## src/rtl/bfc_pkg.sv

```systemverilog
// Package for the bigram frequency counter.
// Holds default sizes and the command codes passed from front to back.
// No dependencies.
package bfc_pkg;

  localparam int unsigned TokenBitsDef    = 16;
  localparam int unsigned TableEntriesDef = 64;
  localparam int unsigned CountBitsDef    = 16;
  localparam int unsigned QueueDepth      = 2;
  localparam int unsigned FieldBits       = 16;

  // Classified command kinds
  typedef enum logic [1:0] {
    CMD_FIRST = 2'd0,  // first token, forms no bigram
    CMD_PUSH  = 2'd1,  // bigram to count
    CMD_QUERY = 2'd2   // pair lookup
  } cmd_kind_e;

  localparam int unsigned KindBits = 2;

endpackage

```

## src/rtl/bfc_ram.sv

```systemverilog
// Generic single write port, single read port RAM with registered read.
// No dependencies.
module bfc_ram #(
  parameter int unsigned WIDTH = 8,
  parameter int unsigned DEPTH = 16
) (
  input  logic                     clk_i,
  input  logic                     we_i,
  input  logic [$clog2(DEPTH)-1:0] waddr_i,
  input  logic [WIDTH-1:0]         wdata_i,
  input  logic [$clog2(DEPTH)-1:0] raddr_i,
  output logic [WIDTH-1:0]         rdata_o
);

  logic [WIDTH-1:0] mem_q [DEPTH];
  logic [WIDTH-1:0] rdata_q;

  always_ff @(posedge clk_i) begin
    if (we_i) begin
      mem_q[waddr_i] <= wdata_i;
    end
    rdata_q <= mem_q[raddr_i];
  end

  assign rdata_o = rdata_q;

endmodule

```

## src/rtl/bfc_front.sv

```systemverilog
// Front end: takes command beats, tracks the previous token, classifies.
// Depends on bfc_pkg.
module bfc_front
  import bfc_pkg::*;
#(
  parameter int unsigned TOKEN_BITS = TokenBitsDef
) (
  input  logic                    clk_i,
  input  logic                    rst_ni,
  input  logic                    accept_i,
  input  logic                    action_i,
  input  logic [FieldBits-1:0]    token_i,
  input  logic [FieldBits-1:0]    query_first_i,
  input  logic [FieldBits-1:0]    query_second_i,
  output cmd_kind_e               kind_o,
  output logic [2*TOKEN_BITS-1:0] key_o
);

  logic [TOKEN_BITS-1:0] prev_q, prev_d;
  logic                  have_prev_q, have_prev_d;
  logic [TOKEN_BITS-1:0] tok;

  assign tok = TOKEN_BITS'(token_i);

  // Classify the beat and form the pair key
  always_comb begin
    prev_d      = prev_q;
    have_prev_d = have_prev_q;
    if (action_i) begin
      kind_o = CMD_QUERY;
      key_o  = {TOKEN_BITS'(query_first_i), TOKEN_BITS'(query_second_i)};
    end else begin
      kind_o = have_prev_q ? CMD_PUSH : CMD_FIRST;
      key_o  = {prev_q, tok};
      if (accept_i) begin
        prev_d      = tok;
        have_prev_d = 1'b1;
      end
    end
  end

  always_ff @(posedge clk_i or negedge rst_ni) begin
    if (!rst_ni) begin
      prev_q      <= '0;
      have_prev_q <= 1'b0;
    end else begin
      prev_q      <= prev_d;
      have_prev_q <= have_prev_d;
    end
  end

endmodule

```

## src/rtl/bfc_queue.sv

```systemverilog
// Short first-word-fall-through queue between front and back.
// Depends on bfc_pkg.
module bfc_queue
  import bfc_pkg::*;
#(
  parameter int unsigned WIDTH = 8,
  parameter int unsigned DEPTH = QueueDepth
) (
  input  logic             clk_i,
  input  logic             rst_ni,
  input  logic             push_i,
  input  logic [WIDTH-1:0] data_i,
  input  logic             pop_i,
  output logic             valid_o,
  output logic [WIDTH-1:0] data_o,
  output logic             full_o
);

  localparam int unsigned PW = $clog2(DEPTH);
  localparam int unsigned CW = $clog2(DEPTH + 1);

  logic [WIDTH-1:0] slot_q [DEPTH];
  logic [PW-1:0]    wptr_q, rptr_q;
  logic [CW-1:0]    cnt_q;

  assign valid_o = (cnt_q != '0);
  assign full_o  = (cnt_q == CW'(DEPTH));
  assign data_o  = slot_q[rptr_q];

  // Payload slots
  always_ff @(posedge clk_i) begin
    if (push_i) begin
      slot_q[wptr_q] <= data_i;
    end
  end

  // Pointers and fill level
  always_ff @(posedge clk_i or negedge rst_ni) begin
    if (!rst_ni) begin
      wptr_q <= '0;
      rptr_q <= '0;
      cnt_q  <= '0;
    end else begin
      if (push_i) begin
        wptr_q <= (wptr_q == PW'(DEPTH - 1)) ? '0 : wptr_q + PW'(1);
      end
      if (pop_i) begin
        rptr_q <= (rptr_q == PW'(DEPTH - 1)) ? '0 : rptr_q + PW'(1);
      end
      if (push_i && !pop_i) begin
        cnt_q <= cnt_q + CW'(1);
      end else if (pop_i && !push_i) begin
        cnt_q <= cnt_q - CW'(1);
      end
    end
  end

endmodule

```

## src/rtl/bfc_back.sv

```systemverilog
// Back end: scans the pair table one entry a cycle, counts, allocates,
// tracks the best pair and drives the result beat. Depends on bfc_pkg, bfc_ram.
module bfc_back
  import bfc_pkg::*;
#(
  parameter int unsigned TOKEN_BITS    = TokenBitsDef,
  parameter int unsigned TABLE_ENTRIES = TableEntriesDef,
  parameter int unsigned COUNT_BITS    = CountBitsDef
) (
  input  logic                    clk_i,
  input  logic                    rst_ni,
  input  logic                    cmd_valid_i,
  input  cmd_kind_e               cmd_kind_i,
  input  logic [2*TOKEN_BITS-1:0] cmd_key_i,
  output logic                    cmd_pop_o,
  output logic                    done_o,
  output logic [COUNT_BITS-1:0]   pair_count_o,
  output logic [COUNT_BITS-1:0]   total_o,
  output logic [2*TOKEN_BITS-1:0] best_key_o,
  output logic [COUNT_BITS-1:0]   best_count_o,
  output logic                    overflow_o
);

  localparam int unsigned KW = 2 * TOKEN_BITS;
  localparam int unsigned AW = $clog2(TABLE_ENTRIES);
  localparam int unsigned UW = $clog2(TABLE_ENTRIES + 1);
  localparam int unsigned RW = KW + COUNT_BITS;
  localparam logic [COUNT_BITS-1:0] CntMax = '1;

  typedef enum logic {
    S_IDLE,
    S_SCAN
  } state_e;

  state_e                state_q, state_d;
  cmd_kind_e             kind_q, kind_d, act_kind;
  logic [KW-1:0]         key_q, key_d, act_key;
  logic [AW-1:0]         idx_q, idx_d;
  logic [UW-1:0]         used_q, used_d;
  logic [COUNT_BITS-1:0] total_q, total_d;
  logic [AW-1:0]         best_idx_q, best_idx_d;
  logic [COUNT_BITS-1:0] best_val_q, best_val_d;
  logic [KW-1:0]         best_key_q, best_key_d;
  logic                  ovf_q, ovf_d;
  logic                  done_q, done_d;
  logic [COUNT_BITS-1:0] pcount_q, pcount_d;

  logic                  we;
  logic [AW-1:0]         waddr, raddr;
  logic [COUNT_BITS-1:0] new_cnt;
  logic [RW-1:0]         rdata;
  logic [KW-1:0]         rd_key;
  logic [COUNT_BITS-1:0] rd_cnt;
  logic                  do_hit, do_miss;

  assign rd_key = rdata[RW-1:COUNT_BITS];
  assign rd_cnt = rdata[COUNT_BITS-1:0];

  bfc_ram #(
    .WIDTH(RW),
    .DEPTH(TABLE_ENTRIES)
  ) u_table (
    .clk_i  (clk_i),
    .we_i   (we),
    .waddr_i(waddr),
    .wdata_i({act_key, new_cnt}),
    .raddr_i(raddr),
    .rdata_o(rdata)
  );

  // Sequencer and table update
  always_comb begin
    state_d    = state_q;
    kind_d     = kind_q;
    key_d      = key_q;
    idx_d      = idx_q;
    used_d     = used_q;
    total_d    = total_q;
    best_idx_d = best_idx_q;
    best_val_d = best_val_q;
    best_key_d = best_key_q;
    ovf_d      = ovf_q;
    done_d     = 1'b0;
    pcount_d   = pcount_q;
    cmd_pop_o  = 1'b0;
    we         = 1'b0;
    waddr      = idx_q;
    new_cnt    = '0;
    raddr      = idx_q + AW'(1);
    do_hit     = 1'b0;
    do_miss    = 1'b0;
    act_kind   = (state_q == S_IDLE) ? cmd_kind_i : kind_q;
    act_key    = (state_q == S_IDLE) ? cmd_key_i : key_q;

    unique case (state_q)
      S_IDLE: begin
        if (cmd_valid_i) begin
          cmd_pop_o = 1'b1;
          kind_d    = cmd_kind_i;
          key_d     = cmd_key_i;
          if (cmd_kind_i == CMD_FIRST) begin
            done_d   = 1'b1;
            pcount_d = '0;
          end else if (used_q == '0) begin
            do_miss = 1'b1;
          end else begin
            raddr   = '0;
            idx_d   = '0;
            state_d = S_SCAN;
          end
        end
      end
      S_SCAN: begin
        if (rd_key == key_q) begin
          do_hit = 1'b1;
        end else if ((UW'(idx_q) + UW'(1)) < used_q) begin
          idx_d = idx_q + AW'(1);
        end else begin
          do_miss = 1'b1;
        end
      end
      default: ;
    endcase

    // Hit: count up or report
    if (do_hit) begin
      done_d  = 1'b1;
      state_d = S_IDLE;
      if (act_kind == CMD_QUERY) begin
        pcount_d = rd_cnt;
      end else begin
        pcount_d = '0;
        total_d  = (total_q == CntMax) ? total_q : total_q + COUNT_BITS'(1);
        new_cnt  = (rd_cnt == CntMax) ? rd_cnt : rd_cnt + COUNT_BITS'(1);
        we       = 1'b1;
        waddr    = idx_q;
        if (new_cnt > best_val_q || (new_cnt == best_val_q && idx_q < best_idx_q)) begin
          best_val_d = new_cnt;
          best_idx_d = idx_q;
          best_key_d = act_key;
        end
      end
    end

    // Miss: report a zero count; for a push, allocate a new entry or flag overflow
    if (do_miss) begin
      done_d   = 1'b1;
      state_d  = S_IDLE;
      pcount_d = '0;
      if (act_kind != CMD_QUERY) begin
        total_d = (total_q == CntMax) ? total_q : total_q + COUNT_BITS'(1);
        if (used_q == UW'(TABLE_ENTRIES)) begin
          ovf_d = 1'b1;
        end else begin
          new_cnt = COUNT_BITS'(1);
          we      = 1'b1;
          waddr   = used_q[AW-1:0];
          used_d  = used_q + UW'(1);
          if (new_cnt > best_val_q ||
              (new_cnt == best_val_q && used_q[AW-1:0] < best_idx_q)) begin
            best_val_d = new_cnt;
            best_idx_d = used_q[AW-1:0];
            best_key_d = act_key;
          end
        end
      end
    end
  end

  always_ff @(posedge clk_i or negedge rst_ni) begin
    if (!rst_ni) begin
      state_q    <= S_IDLE;
      kind_q     <= CMD_FIRST;
      key_q      <= '0;
      idx_q      <= '0;
      used_q     <= '0;
      total_q    <= '0;
      best_idx_q <= '0;
      best_val_q <= '0;
      best_key_q <= '0;
      ovf_q      <= 1'b0;
      done_q     <= 1'b0;
      pcount_q   <= '0;
    end else begin
      state_q    <= state_d;
      kind_q     <= kind_d;
      key_q      <= key_d;
      idx_q      <= idx_d;
      used_q     <= used_d;
      total_q    <= total_d;
      best_idx_q <= best_idx_d;
      best_val_q <= best_val_d;
      best_key_q <= best_key_d;
      ovf_q      <= ovf_d;
      done_q     <= done_d;
      pcount_q   <= pcount_d;
    end
  end

  assign done_o       = done_q;
  assign pair_count_o = pcount_q;
  assign total_o      = total_q;
  assign best_key_o   = best_key_q;
  assign best_count_o = best_val_q;
  assign overflow_o   = ovf_q;

endmodule

```

## src/rtl/bigram_frequency_counter.sv

```systemverilog
// Bigram frequency counter: histogram of adjacent token pairs in a stream.
// Command beats are taken when start is high and busy is low. action_i
// low pushes token_i; each token after the first forms a pair with the
// previous one and is counted in a table of TABLE_ENTRIES distinct pairs.
// action_i high queries the count of (query_first_i, query_second_i).
// Every command gives one result beat, marked by done_o for one cycle, with
// the pair count (zero on a push), the saturating total, the most frequent
// pair and its count, and a sticky table overflow flag.
// A two-beat queue sits between the front end and the table engine, so
// busy rises only when it is full. The engine scans the table one entry
// a cycle through the single read port of the table RAM: a first token,
// or a command on an empty table, is settled in the idle state; others scan
// the used entries until a hit or the last one. The result is registered.
// Reset clears the counters, the previous token and the queue; the table
// itself needs no clearing. Results cannot be held off by the receiver.
// Depends on bfc_pkg, bfc_front, bfc_queue, bfc_back, bfc_ram.
module bigram_frequency_counter
  import bfc_pkg::*;
#(
  parameter int unsigned TOKEN_BITS    = TokenBitsDef,
  parameter int unsigned TABLE_ENTRIES = TableEntriesDef,
  parameter int unsigned COUNT_BITS    = CountBitsDef
) (
  input  logic                 clk_i,
  input  logic                 rst_ni,
  input  logic                 start,
  output logic                 busy,
  input  logic                 action_i,
  input  logic [FieldBits-1:0] token_i,
  input  logic [FieldBits-1:0] query_first_i,
  input  logic [FieldBits-1:0] query_second_i,
  output logic                 done_o,
  output logic [FieldBits-1:0] pair_count_o,
  output logic [FieldBits-1:0] total_bigrams_o,
  output logic [FieldBits-1:0] best_first_o,
  output logic [FieldBits-1:0] best_second_o,
  output logic [FieldBits-1:0] best_count_o,
  output logic                 table_overflow_o
);

  localparam int unsigned KW = 2 * TOKEN_BITS;
  localparam int unsigned QW = KindBits + KW;

  logic            accept, full, q_valid, q_pop;
  cmd_kind_e       f_kind, q_kind;
  logic [KW-1:0]   f_key, q_key;
  logic [QW-1:0]   q_out;
  logic [COUNT_BITS-1:0] pcount, total, bcount;
  logic [KW-1:0]   bkey;

  assign busy   = full;
  assign accept = start && !full;

  bfc_front #(.TOKEN_BITS(TOKEN_BITS)) u_front (
    .clk_i         (clk_i),
    .rst_ni        (rst_ni),
    .accept_i      (accept),
    .action_i      (action_i),
    .token_i       (token_i),
    .query_first_i (query_first_i),
    .query_second_i(query_second_i),
    .kind_o        (f_kind),
    .key_o         (f_key)
  );

  bfc_queue #(.WIDTH(QW), .DEPTH(QueueDepth)) u_queue (
    .clk_i  (clk_i),
    .rst_ni (rst_ni),
    .push_i (accept),
    .data_i ({f_kind, f_key}),
    .pop_i  (q_pop),
    .valid_o(q_valid),
    .data_o (q_out),
    .full_o (full)
  );

  assign q_kind = cmd_kind_e'(q_out[QW-1:KW]);
  assign q_key  = q_out[KW-1:0];

  bfc_back #(
    .TOKEN_BITS   (TOKEN_BITS),
    .TABLE_ENTRIES(TABLE_ENTRIES),
    .COUNT_BITS   (COUNT_BITS)
  ) u_back (
    .clk_i       (clk_i),
    .rst_ni      (rst_ni),
    .cmd_valid_i (q_valid),
    .cmd_kind_i  (q_kind),
    .cmd_key_i   (q_key),
    .cmd_pop_o   (q_pop),
    .done_o      (done_o),
    .pair_count_o(pcount),
    .total_o     (total),
    .best_key_o  (bkey),
    .best_count_o(bcount),
    .overflow_o  (table_overflow_o)
  );

  // Fit internal widths to the result fields
  assign pair_count_o    = FieldBits'(pcount);
  assign total_bigrams_o = FieldBits'(total);
  assign best_first_o    = FieldBits'(bkey[KW-1:TOKEN_BITS]);
  assign best_second_o   = FieldBits'(bkey[TOKEN_BITS-1:0]);
  assign best_count_o    = FieldBits'(bcount);

endmodule
```

## config.mk

```make
export PLATFORM = sky130hd
export DESIGN_NAME = bigram_frequency_counter
export DESIGN_NICKNAME = d
export VERILOG_FILES = /design/src/rtl/bfc_pkg.sv /design/src/rtl/bfc_ram.sv /design/src/rtl/bfc_front.sv /design/src/rtl/bfc_queue.sv /design/src/rtl/bfc_back.sv /design/src/rtl/bigram_frequency_counter.sv
export SDC_FILE = /design/constraint.sdc
export NUM_CORES = 2
export LEC_CHECK = 0
export BUFFER_PORTS_ARGS = -buffer_cell sky130_fd_sc_hd__buf_2
export CELL_PAD_IN_SITES_DETAIL_PLACEMENT = 1
export CELL_PAD_IN_SITES_GLOBAL_PLACEMENT = 1
export CORE_MARGIN = 4
export CORE_UTILIZATION = 41
export CTS_CLUSTER_DIAMETER = 50
export DETAILED_ROUTE_END_ITERATION = 8
export MAX_ROUTING_LAYER = met4
export PLACE_DENSITY_LB_ADDON = 0.1
export SLEW_MARGIN = 20
export SYNTH_ARGS = -nofsm -noshare
export SYNTH_HDL_FRONTEND = slang
export SYNTH_SLANG_ARGS = --single-unit
```

## constraint.sdc

```tcl
create_clock -name clk_i -period 10.91 [get_ports clk_i]
set_input_delay 1.091 -clock clk_i [delete_from_list [all_inputs] [get_ports clk_i]]
set_output_delay 1.091 -clock clk_i [all_outputs]
set_load 0.02 [all_outputs]
```

; ---- Yosys cells after proc, flatten, opt, wreduce, memory -nomap -nowiden
; Memories as Yosys holds them, arrays and structs flattened. A register that Yosys moved wholly into a read port is not among the register bits.
; Cells that the tools add are included.
[totals]
regBits = 157
mem_bits_rw = 3140
in_bits = 52
out_inout_bits = 83
word_cells = 163
memories = 2
[classes]
addsub = 9
n_lt_le_gt_ge = 5
eq_ne = 15
mux = 90
bitwise_logic = 3
n_reduce_logical = 22
[mem_list]
columns = name, words, word_bits, rd, rd_ports_with_merged_regs, write_ports, line
row1 = u_back.u_table.mem_q, 64, 48, 1, 1, 1, bfc_ram.sv:15  ; logic [WIDTH-1:0] mem_q [DEPTH];
row2 = u_queue.slot_q, 2, 34, 1, 0, 1, bfc_queue.sv:22  ; logic [WIDTH-1:0] slot_q [DEPTH];
[ops]
columns = op, count
row1 = 2-to-1 mux 16 bit, 24
row2 = 2-to-1 mux 32 bit, 9
row3 = 2-to-1 mux 6 bit, 19
row4 = adder 16 x 1 -> 16 bit (second input constant), 2
row5 = == test 16 bit (second input constant), 2
row6 = == test 32 bit, 1
row7 = 2-to-1 mux 1 bit, 32
row8 = == test 1 x 16 -> 1 bit (first input constant), 1
row9 = == test 16 bit, 1
row10 = > comparator 1 x 16 -> 1 bit (first input constant), 1
row11 = > comparator 16 bit, 1
row12 = less-than comparator 6 bit, 2
row13 = inequality test 2 bit (second input constant), 6
row14 = case mux 6 bit (2 select lines), 1
row15 = AND reduction 3 bit, 3
row16 = 2-to-1 mux 2 bit, 4
row17 = adder 6 x 1 -> 7 bit (second input constant), 1
row18 = adder 7 x 1 -> 7 bit (second input constant), 1
row19 = == test 7 bit (second input constant), 1
row20 = zero test 7 bit, 1
row21 = less-than comparator 7 bit, 1
row22 = adder 6 x 1 -> 6 bit (second input constant), 1
row23 = nonzero test 3 bit, 2
row24 = logical AND 1 bit, 5
row25 = 13 further kinds, 22

; ---- Longest topological paths before layout
[depth]
ltp_word = 12
depth_mapped = 17
ltp_nobuf = 16

; ---- Modules after synthesis
; Synthesis repeated with hierarchy kept, for this count alone.
[hier_totals]
cells_unflattened = 5957
hier_area_um2 = 128824.8
[by_module_without_submodules]
columns = mod, instances, cells_each, area_each_um2
row1 = bfc_ram, 1, 4970, 117117.3
row2 = bfc_back, 1, 789, 7817.5
row3 = bfc_queue, 1, 122, 2793.9
row4 = bfc_front, 1, 75, 1082.3
row5 = bigram_frequency_counter, 1, 1, 13.8

; ---- Worst setup path before layout
; OpenSTA, ideal clock, no wires.
[synth_path]
path_kind = reg2reg
startpoint = reg u_back.idx_q[1]
endpoint = mem u_back.u_table.mem_q[32][0] (netlist bit), enable pin
setup_time_ps = 454
arrival_time_ps = 5429
path_slack_ps = 5027
path_stages_with_launch = 15
path_buffers = 4
period_less_slack_ps = 5883
cell_sequence = dfrtp_1 > ha_1 > xnor2_1 > inv_2 > clkbuf_1 > clkbuf_1 > buf_1 > ha_1 > a21oi_1 > o211a_1 > o31a_1 > buf_6 > or4b_1 > o2bb2ai_1 > nor2_1
[synth_via]
elab_chain_len = 8
[synth_rtl]
columns = item, line
row1 = from (decl), bfc_back.sv:38  ; logic [AW-1:0] idx_q, idx_d;
row2 = from (signal assigned), bfc_back.sv:188  ; idx_q <= idx_d;
row3 = adder 6 x 1 -> 7 bit, bfc_back.sv:116  ; end else if ((UW'(idx_q) + UW'(1)) < used_q) begin
row4 = less-than comparator 7 bit, bfc_back.sv:116
row5 = 2-to-1 mux 1 bit, bfc_back.sv:116
row6 = 2-to-1 mux 1 bit, bfc_back.sv:114  ; if (rd_key == key_q) begin
row7 = case mux 1 bit (2 select lines), bfc_back.sv:95  ; unique case (state_q)
row8 = 2-to-1 mux 1 bit, bfc_back.sv:146  ; if (do_miss) begin
row9 = 2-to-1 mux 1 bit, bfc_ram.sv:19  ; if (we_i) begin
row10 = 2-to-1 mux 1 bit (not written as such), bfc_ram.sv:20  ; mem_q[waddr_i] <= wdata_i;
row11 = to (decl), bfc_ram.sv:15
; Several ways; a longest one is shown, not always the timed one.

; ---- Worst setup path in the final report
[layout_path]
startpoint = reg u_queue.cnt_q[0]
endpoint = mem u_back.u_table.mem_q[8][25] (netlist bit), enable pin
[layout_via]
elab_chain_len = 6
[layout_rtl]
columns = item, line
row1 = from (decl), bfc_queue.sv:24  ; logic [CW-1:0] cnt_q;
row2 = from (signal assigned), bfc_queue.sv:51  ; cnt_q <= cnt_q + CW'(1);
row3 = from (signal assigned), bfc_queue.sv:53  ; cnt_q <= cnt_q - CW'(1);
row4 = nonzero test 2 bit *, bfc_queue.sv:26  ; assign valid_o = (cnt_q != '0);
row5 = 2-to-1 mux 1 bit *, bfc_back.sv:97  ; if (cmd_valid_i) begin
row6 = case mux 1 bit (2 select lines) *, bfc_back.sv:95
row7 = 2-to-1 mux 1 bit, bfc_back.sv:146
row8 = 2-to-1 mux 1 bit, bfc_ram.sv:19
row9 = 2-to-1 mux 1 bit (not written as such), bfc_ram.sv:20
; Mark *: on every way between the ends. The rest lies on a longest branch, timed or not.

==> impl_metrics.csv <==
group,metric,value,unit
setup_path,rr_worst_depth,13,
clocking,tritoncts,"yes",
global_routing,grt_pass1_wl,680000,um
clocking,cts_resized,0,
setup_path,crit_arrival,6.96,ns
synth,synth-xor-area-share,0.444,%
die,core_area,325000,sq um
setup_path,cp_cell_sequence,"nor2_1 > nor2_4 > inv_2 > or3_4 > or2_4 > or2_0 > o31a_1 > buf_4 > nor3_1 > o21ai_1 > buf_4 > nor2_4 > buf_4",
clocking,clk_pin_slew,0.06,ns
setup_path,cpLargestDelayFamily,"simple AND/OR/NAND/NOR gates",
synth,synth_mux_area_share,7.54,%
timing,fin_tns_setup,0,ns
final_layout,drive_gt1_share,17.9,%
setup_path,cp_slowest_cell,"or3_4",
clocking,htreeDepth,5,
synth,synth_compound_area_share,9.55,%
setup_path,reg2reg_to,"u_back.u_table.mem_q[8][25]",
routing,postRouteAntennaNets,0,
synth,syn_area_per_cell,15.2,sq um
final_layout,final_nets,9101,
routing,viasPerCell,6.23,
setup_path,reg2reg_setup_slack,4.50,ns
die,pin_count,135,
global_routing,antenna_found_initial,26,
placed_design,post-place-ws,4.56,ns
clocking,cts.path.max_buffers,4,
setup_path,critical_path_required,11.46,ns
setup_path,crit_type,"reg2reg",
synth,syn_area,134000,sq um
clocking,tritoncts.num_buffers,412,
die,initial_core_util,41.3,%
power,power.density,324,nW/um^2
synth,synth_seq_cells,3345,
clocking,cts-root-buf,"clkbuf_16",
synth,ys_async_sr_fraction,4.69,%
final_layout,layout_commonest_cell,"edfxtp_1",
setup_path,slowest_delay,0.83,ns
power,leakage,52.5,nW
routing,dr.pass1.iters,6,
die,die_w,580,um
routing,num_vias,85328,
global_routing,grt_max_degree,135,
timing,worst_slack,4.50,ns
timing,relSlewSlack,21.3,%
routing,wire_per_inst,35.5,um
setup_path,start_kind,"register",
global_routing,overflow,0,
die,fp.dieArea,337000,sq um
synth,synth-simple-area-share,6.25,%
placed_design,dp_hpwl,277000,um
setup_path,end_kind,"register",
timing,period_minus_slack,6.41,ns
timing,tightest_slew,1.18,ns
timing,skew,0.0422,ns
synth,synth_top_family_by_area,"compound AO/OA/AOI/OAI gates",
synth,synth_flop_cell,"edfxtp_1",
clocking,clk_latency,0.95,ns
hold_path,hold_class,"in2async",
final_layout,layout_common_cells,"edfxtp_1 (3140), nand2_1 (750), a21oi_1 (569)",
timing,drv_slew,0,
synth,synth.distinct_cells,81,
setup_path,worst-path-buf-inv,4,
timing,hold_viol,0,
setup_path,crit_top_cell,"buf_4",
clocking,cts.sinks,3345,
synth,yosysSeqAreaShare,73.9,%
clocking,post_cts_buffers,0,
routing,drt-total-wl,486000,um
timing,fmax,0.156,GHz
die,dieHeight,580,um
timing,final.period_utilization,58.8,%
synth,synth_fp_nets,8931,
die,rows,209,
run_status,outcome,"finished clean",
placed_design,io_buffers,134,
power,max-vdd-ir-drop,0.000300,V
placed_design,routabilityCongestion,0.871,
timing,rsz0062_at_grt,"no",
global_routing,track_usage,29.0,%
synth,synth_edf_count,3140,
final_layout,area_growth,15.7,%
setup_path,critPathLaunch,"u_queue.cnt_q[0]",
setup_path,r2r_start,"u_queue.cnt_q[0]",
timing,setup_violations,0,
synth,netlist_instances,8841,
clocking,hold_buffers,0,
routing,drcViolationCount,0,
global_routing,grt_pass1_vias,85767,
routing,drtIter0Drc,10541,
synth,synth_adder_area_share,0.354,%
setup_path,crit_fanout,53,
synth,yosysWarningCount,0,
flow_run,max_cap_violations,0,
worst max path at each step:
stage / endpoint / cells after the start
final: u_back.u_table.mem_q[8][25] / 13
after floorplan: u_back.u_table.mem_q[32][0] / 14
after global routing: u_back.u_table.mem_q[8][36] / 13
after detailed placement: u_back.u_table.mem_q[8][36] / 13
after CTS: u_back.u_table.mem_q[8][36] / 13
after global placement: u_back.u_table.mem_q[8][25] / 13
per-stage QoR:
step	instance area (sq um)	hold WS [ns]	power (mW)	instances	util, %
6_report	155000	0.191	50.3	13704	47.8
4_1_cts	155000	0.157	50.3	13694	47.8
3_5_place_dp	141000	0.453	36.2	12921	43.4
3_3_place_gp	141000	0.457	35.9	12919	43.4
5_1_grt	155000	0.227	52.0	13701	47.8
2_1_floorplan	134000	0.431	26.5	8841	-
sequential cells by signal (all words and copies together), names as in the netlist:
register / count
u_back.overflow_o: 1
u_back.state_q: 1
u_back.done_o: 1
u_queue.cnt_q: 2
u_back.idx_q: 6
u_front.have_prev_q: 1
u_back.total_o: 16
u_back.u_table.rdata_o: 48
u_back.used_q: 7
u_back.u_table.mem_q: 3072
u_queue.slot_q: 68
u_front.prev_q: 16
u_back.best_idx_q: 6
u_back.best_count_o: 16
u_queue.rptr_q: 1
u_back.kind_q: 2
u_back.best_key_o: 32
u_back.key_q: 32
u_back.pair_count_o: 16
u_queue.wptr_q: 1
per-layer routing:
layer	GRT usage, %	wire length (um)	share of wire, %
met1	40.8	212000	44
met2	44.4	224000	46
met3	4.14	36700	7.5
met4	7.56	13600	2.8
met5	-	0	0
layout make-up:
class,instances,area (sq um)
inverters,48,200
clock inverters,265,2930
repair buffers,391,2910
diodes,9,22.5
well taps,4325,5410
clock buffers,508,11100
multi-input cells,4813,33500
flip-flops and latches,3345,99200
fillers,31055,170000
Yosys cell counts (5+ instances only):
master,instances,area (sq um)
a2111oi_0,40,350
a211oi_1,92,691
a21o_1,9,67.6
a21oi_1,572,2860
a221oi_1,99,867
a22o_1,16,140
a22oi_1,17,128
a311oi_1,42,368
a31oi_1,64,400
a32o_1,6,60.1
and2_1,46,288
and3_1,48,300
buf_1,64,240
buf_2,67,335
clkbuf_1,498,1870
dfrtp_1,157,3930
dfxtp_1,48,961
edfxtp_1,3140,94300
ha_1,38,475
inv_1,43,161
mux2_2,321,3610
mux2_4,30,450
mux2i_1,364,3640
mux4_2,107,2410
nand2_1,760,2850
nand2b_1,6,37.5
nand3_1,36,180
nand4_1,29,181
nor2_1,596,2240
nor2b_1,16,100
nor3_1,330,1650
nor4_1,17,106
o211ai_1,90,676
o21ai_0,299,1500
o21ai_1,5,25.0
o221ai_1,194,1700
o22ai_1,190,1190
o2bb2ai_1,7,61.3
o31a_1,46,403
o31ai_1,40,300
o32a_1,41,410
o32ai_1,40,350
or3_1,41,257
xnor2_1,62,543
xor2_1,6,52.6
power breakdown:
part | total, mW | switching [mW] | internal [mW]
clock network | 14.0 | 5.61 | 8.42
logic | 19.2 | 14.2 | 5.04
registers | 17.1 | 0.665 | 16.4
worst reg2reg max path, cell delays in order, from the launching register on:
cell and delay, ns:
dfrtp_1 0.43, nor2_1 0.11, nor2_4 0.66, inv_2 0.60
or3_4 0.87, or2_4 0.41, or2_0 0.22, o31a_1 0.12
buf_4 0.25, nor3_1 0.27, o21ai_1 0.19, buf_4 0.29
nor2_4 0.76, buf_4 0.78
logic make-up (layout without fill, tap and decap cells):
group                    count (synthesis)  in the layout
adder cells (fa/ha/maj)                 38             38
other                                    0              9
XOR/XNOR                                68             68
buffers and inverters                  683           1212
flip-flops                            3345           3345
multiplexers                           823            823
AO/OA/AOI/OAI                         1938           1938
AND/OR/NAND/NOR                       1946           1946
(Power assumes the default switching activity.)
